**config.mk**
```make
export PLATFORM = sky130hd
export DESIGN_NAME = lz5sd_ctrl
export DESIGN_NICKNAME = d
export VERILOG_FILES = /design/src/rtl/lz5sd_pkg.sv /design/src/rtl/lz5sd_ctrl.sv
export SDC_FILE = /design/constraint.sdc
export NUM_CORES = 1
export LEC_CHECK = 0
export BUFFER_PORTS_ARGS = -buffer_cell sky130_fd_sc_hd__buf_4
export CORE_AREA = 2 2 39 41
export CTS_BUF_LIST = sky130_fd_sc_hd__clkbuf_8
export DETAILED_ROUTE_END_ITERATION = 8
export DIE_AREA = 0 0 41 43
export PLACE_DENSITY = 0.75
export RECOVER_POWER = 25
export SYNTH_ARGS = -nofsm -noshare
export SYNTH_HDL_FRONTEND = slang
export SYNTH_SLANG_ARGS = --single-unit
export TNS_END_PERCENT = 20
```
**constraint.sdc**
```tcl
create_clock -name clk -period 2 [get_ports clk]
set_input_delay 0.3 -clock clk [delete_from_list [all_inputs] [get_ports clk]]
set_output_delay 0.3 -clock clk [all_outputs]
set_load 0.05 [all_outputs]
```
**src/rtl/lz5sd_pkg.sv**
```systemverilog
// ---------------------------------------------------------------------------
// lz5sd_pkg
// Types and constants of the LZ5 sprite decompressor.
// ---------------------------------------------------------------------------
package lz5sd_pkg;

	localparam logic [1:0] ERR_OK      = 2'd0;
	localparam logic [1:0] ERR_SHORT   = 2'd1;
	localparam logic [1:0] ERR_BACKREF = 2'd2;

	localparam logic REG_WIDTH  = 1'b0;
	localparam logic REG_HEIGHT = 1'b1;

	typedef struct packed {
		logic [7:0] data_byte;
		logic       last_byte;
	} in_item_t;

	typedef struct packed {
		logic [63:0] pixels;
		logic [3:0]  pixel_count;
		logic        image_done;
		logic [1:0]  error_code;
	} out_item_t;

	typedef enum logic [5:0] {
		S_IDLE   = 6'b000001,
		S_DECODE = 6'b000010,
		S_FILL   = 6'b000100,
		S_CREAD  = 6'b001000,
		S_CWRITE = 6'b010000,
		S_FINAL  = 6'b100000
	} ctrl_state_t;

	typedef enum logic [5:0] {
		PH_CTRL      = 6'b000001,
		PH_CMD       = 6'b000010,
		PH_FILL_LEN  = 6'b000100,
		PH_FAR_LOW   = 6'b001000,
		PH_FAR_LEN   = 6'b010000,
		PH_NEAR_DIST = 6'b100000
	} phase_t;

	typedef enum logic [2:0] {
		IMG_DECODING = 3'b001,
		IMG_COMPLETE = 3'b010,
		IMG_ABORTED  = 3'b100
	} img_status_t;

	typedef struct packed {
		logic       load;
		logic       decode;
		logic       finish;
		logic [1:0] finish_err;
		logic       push_fill;
		logic       rd;
		logic       push_copy;
		logic       finalize;
	} cmd_t;

	typedef struct packed {
		logic decoding;
		logic size_reached;
		logic act_fill;
		logic act_copy;
		logic dist_bad;
		logic run_done;
		logic lane_full;
		logic out_free;
		logic need_emit;
	} sts_t;

endpackage

```
**src/rtl/lz5sd_ctrl.sv**
```systemverilog
// ---------------------------------------------------------------------------
// lz5sd_ctrl
// Sequencer: byte intake, decode, per-pixel fill/copy steps and close-out.
// ---------------------------------------------------------------------------
module lz5sd_ctrl (
	input  logic           clk,
	input  logic           arst_n,
	input  logic           src_valid,
	output logic           src_stall,
	input  lz5sd_pkg::sts_t sts,
	output lz5sd_pkg::cmd_t cmd
);

	lz5sd_pkg::ctrl_state_t state_q, state_d;

	always_ff @(posedge clk or negedge arst_n) begin
		if (!arst_n) begin
			state_q <= lz5sd_pkg::S_IDLE;
		end else begin
			state_q <= state_d;
		end
	end

	assign src_stall = (state_q != lz5sd_pkg::S_IDLE);

	always_comb begin
		state_d = state_q;
		cmd     = '0;
		cmd.finish_err = lz5sd_pkg::ERR_OK;
		case (state_q)
			lz5sd_pkg::S_IDLE: begin
				if (src_valid) begin
					cmd.load = 1'b1;
					state_d  = lz5sd_pkg::S_DECODE;
				end
			end
			lz5sd_pkg::S_DECODE: begin
				if (!sts.decoding) begin
					state_d = lz5sd_pkg::S_FINAL;
				end else if (sts.size_reached) begin
					cmd.finish = 1'b1;
					state_d    = lz5sd_pkg::S_FINAL;
				end else begin
					cmd.decode = 1'b1;
					if (sts.act_fill) begin
						state_d = lz5sd_pkg::S_FILL;
					end else if (sts.act_copy && sts.dist_bad) begin
						cmd.finish     = 1'b1;
						cmd.finish_err = lz5sd_pkg::ERR_BACKREF;
						state_d        = lz5sd_pkg::S_FINAL;
					end else if (sts.act_copy) begin
						state_d = lz5sd_pkg::S_CREAD;
					end else begin
						state_d = lz5sd_pkg::S_FINAL;
					end
				end
			end
			lz5sd_pkg::S_FILL: begin
				if (sts.size_reached) begin
					cmd.finish = 1'b1;
					state_d    = lz5sd_pkg::S_FINAL;
				end else if (sts.run_done) begin
					state_d = lz5sd_pkg::S_FINAL;
				end else if (!sts.lane_full || sts.out_free) begin
					cmd.push_fill = 1'b1;
				end
			end
			lz5sd_pkg::S_CREAD: begin
				if (sts.size_reached) begin
					cmd.finish = 1'b1;
					state_d    = lz5sd_pkg::S_FINAL;
				end else if (sts.run_done) begin
					state_d = lz5sd_pkg::S_FINAL;
				end else begin
					cmd.rd  = 1'b1;
					state_d = lz5sd_pkg::S_CWRITE;
				end
			end
			lz5sd_pkg::S_CWRITE: begin
				if (!sts.lane_full || sts.out_free) begin
					cmd.push_copy = 1'b1;
					state_d       = lz5sd_pkg::S_CREAD;
				end
			end
			lz5sd_pkg::S_FINAL: begin
				if (!sts.need_emit || sts.out_free) begin
					cmd.finalize = 1'b1;
					state_d      = lz5sd_pkg::S_IDLE;
				end
			end
			default: begin
				state_d = lz5sd_pkg::S_IDLE;
			end
		endcase
	end

endmodule

```
==> flow_summary.toml <==
[hold_path]
whs_endpoint = "state_q[0]"
hold_path_depth = 2
hold_path_startpoint = "src_valid"
hp-class = "primary input to flop"

[finish]
final_common_cell = "buf_4"
nets = 101
reg_top3 = "state_q x6"
antennaDiodeCount = 0
largest_register_ffs = 6
drive_above_1_share = 0.352
syn_to_final_growth_pct = 46.3
regMostFlops = "state_q"
most-common-layout-cells = "20 x buf_4, 7 x nor2_1, 5 x nand2_1, 5 x inv_1"
final_core_utilization = 0.552
fill_cells = 126

[sta]
fin_crit_ns = 1.99
timing.final.crit_share = 0.994
hold_viol_final = 0
setup_viol = 0
report.final.slew_viol_count = 0
rsz0062_at_grt = "true"
fin_worst_skew_ns = 0.00727
max_freq_ghz = 0.503

[clock_network]
htree_num_levels = 1
postCtsSetupBuffers = 0
tritoncts = "built"
cts.sinks = 6
cts_buffers = 3
root_buffer = "clkbuf_8"
insertion_delay_ns = 0.22
cts_buffer_depth = 2
path_clk_slew_ns = 0.03

[routing]
routed_wl_um = 1320
drt_pass1_iterations = 4
drtIter0Drc = 5
antenna_left = 0
drc_errors = 0
num_vias = 554
vias_per_cell = 5.33
post_drt_wl_per_cell_um = 12.6

[power]
clockPowerShare = 0.234
ir_worst_vdd_v = 0.000579
total_power_mw = 0.786
p_sw_mw = 0.344
p_comb_frac = 0.494
power_density_nw_per_um2 = 1030
intPower_mw = 0.442
p_sw_frac = 0.437
power_frac_seq = 0.272
leakagePower_nw = 0.364

[run_status]
outcome = "complete, no violations"

[worst_setup_path]
crit_slowest_cell = "dfrtp_1"
cp.arrival_ns = 1.69
criticalPathCategory = "flop to primary output"
cp-end-kind = "primary output"
crit_path_cell_trace = "nor4_4, nand3b_1, nor2_4, buf_4"
rr_startpoint = "state_q[2]"
r2r_cells = 4
crit_required_ns = 1.70
path_max_fanout = 7
path_buf_inv = 1
slowest_delay_ns = 0.46
start_kind = "flop"
rrSetupSlack_ns = 0.35
reg2reg_to = "state_q[5]"
path_depth = 4
critPathTopFamily = "simple AND/OR/NAND/NOR gates"

[die]
die_y_um = 43
start_util = 0.377
core_um2 = 1380
pin_count = 22
rows = 14
chipWidth_um = 41
dieArea_um2 = 1760

[synth]
synthTopCellsByArea = "dfrtp_1 24%, nor2_1 5.8%, dfstp_2 5.0%, nand3b_1 4.3%, nor4_4 4.1%"
ys_ff_latch = 6
synth_cells = 64
ys_warn_count = 0
synth-seq-area-share = 0.290
synthArstFlopShare = 1.00
synth-main-ff-cell = "dfrtp_1"
synth-edff-count = 0
yosys.area.top_type = "dfrtp_1"
ys_types = 33
synth.top_cell.area_share = 0.240
synth.avg_cell_area_um2 = 8.15
syn_nets = 76
synth_area_um2 = 522

[global_route]
grt-ovfl-total = 0
grt_max_degree = 9
grt_pass1_vias = 490
grtUsageTotal = 0.160
grt_pass1_wl_um = 1970
antenna_found_initial = 0

[place]
dp_hpwl_um = 1030
gp_congestion = 0.808
io_buffers = 20

[flow_run]
cap_violations = 0
-- worst max-delay path by stage --
stage	startpoint	endpoint
2_1_floorplan	state_q[2]	cmd[8]
3_3_place_gp	state_q[2]	cmd[5]
3_5_place_dp	state_q[1]	cmd[0]
4_1_cts	state_q[1]	cmd[0]
5_1_grt	state_q[2]	cmd[8]
6_report	state_q[2]	cmd[8]
-- cells in the mapped netlist (all sizes together), types with 2 or more instances --
cell / count
o211ai: 2
nor2b: 2
nor2: 8
and3b: 2
nand2: 5
and2: 2
a21oi: 4
nand3b: 3
dfrtp: 5
inv: 4
nand2b: 3
nor4: 4
o22ai: 2
nand4b: 2
-- cells by family after synthesis --
logic type,Yosys count,share of synthesized area
AOI/OAI and AO/OA,14,0.185
xor gates and xnor gates,1,0.0168
buffers and inverters,6,0.0527
DFF,6,0.290
other,1,0.00719
and+or+nand+nor,36,0.448
-- area by class of cell --
cell class                 count  area, µm²  area share
timing repair buffer          22        164       0.215
multi-input combinational     52        367       0.480
clock buffer                   3       41.3      0.0541
inverter                       4       15.0      0.0197
clock inverter                 1       3.75     0.00492
sequential                     6        153       0.200
tap                           16       20.0      0.0262
-- routing by layer --
| layer | share of wire | routed length, µm | global-route usage |
|---|---|---|---|
| met4 | 0 | 0 | 0.0400 |
| met3 | 0.037 | 48 | 0.0314 |
| met5 | 0 | 0 | 0 |
| met2 | 0.51 | 670 | 0.266 |
| met1 | 0.45 | 595 | 0.202 |
-- stage by stage --
step | instance area [µm²] | setup WS [ns] | hold slack, ns | cells | setup TNS, ns
after floorplan | 531 | -0.112 | 0.00441 | 64 | -0.139
after global placement | 696 | 0.282 | 0.109 | 99 | 0
after detailed placement | 696 | 0.250 | 0.110 | 99 | 0
after CTS | 751 | 0.00359 | 0.277 | 104 | 0
after global routing | 763 | -0.0824 | 0.276 | 104 | -0.187
final | 763 | 0.0114 | 0.275 | 104 | 0
-- timing repair --
| action | CTS | global route |
|---|---|---|
| endpoints found under the setup margin | 0 | 7 |
| gates resized for setup | 0 | 3 |
| hold buffers | 1 | 0 |
| hold endpoints to repair | 5 | 0 |
-- power groups by stage --
stage          Combinational [mW]  Clock (mW)  Sequential, mW
2_1_floorplan               0.280           0           0.192
4_1_cts                     0.374       0.188           0.202
6_report                    0.388       0.184           0.213
3_3_place_gp                0.369           0           0.199
5_1_grt                     0.414       0.197           0.217
3_5_place_dp                0.371           0           0.204
Note: power is estimated with default switching activity, not from simulation.
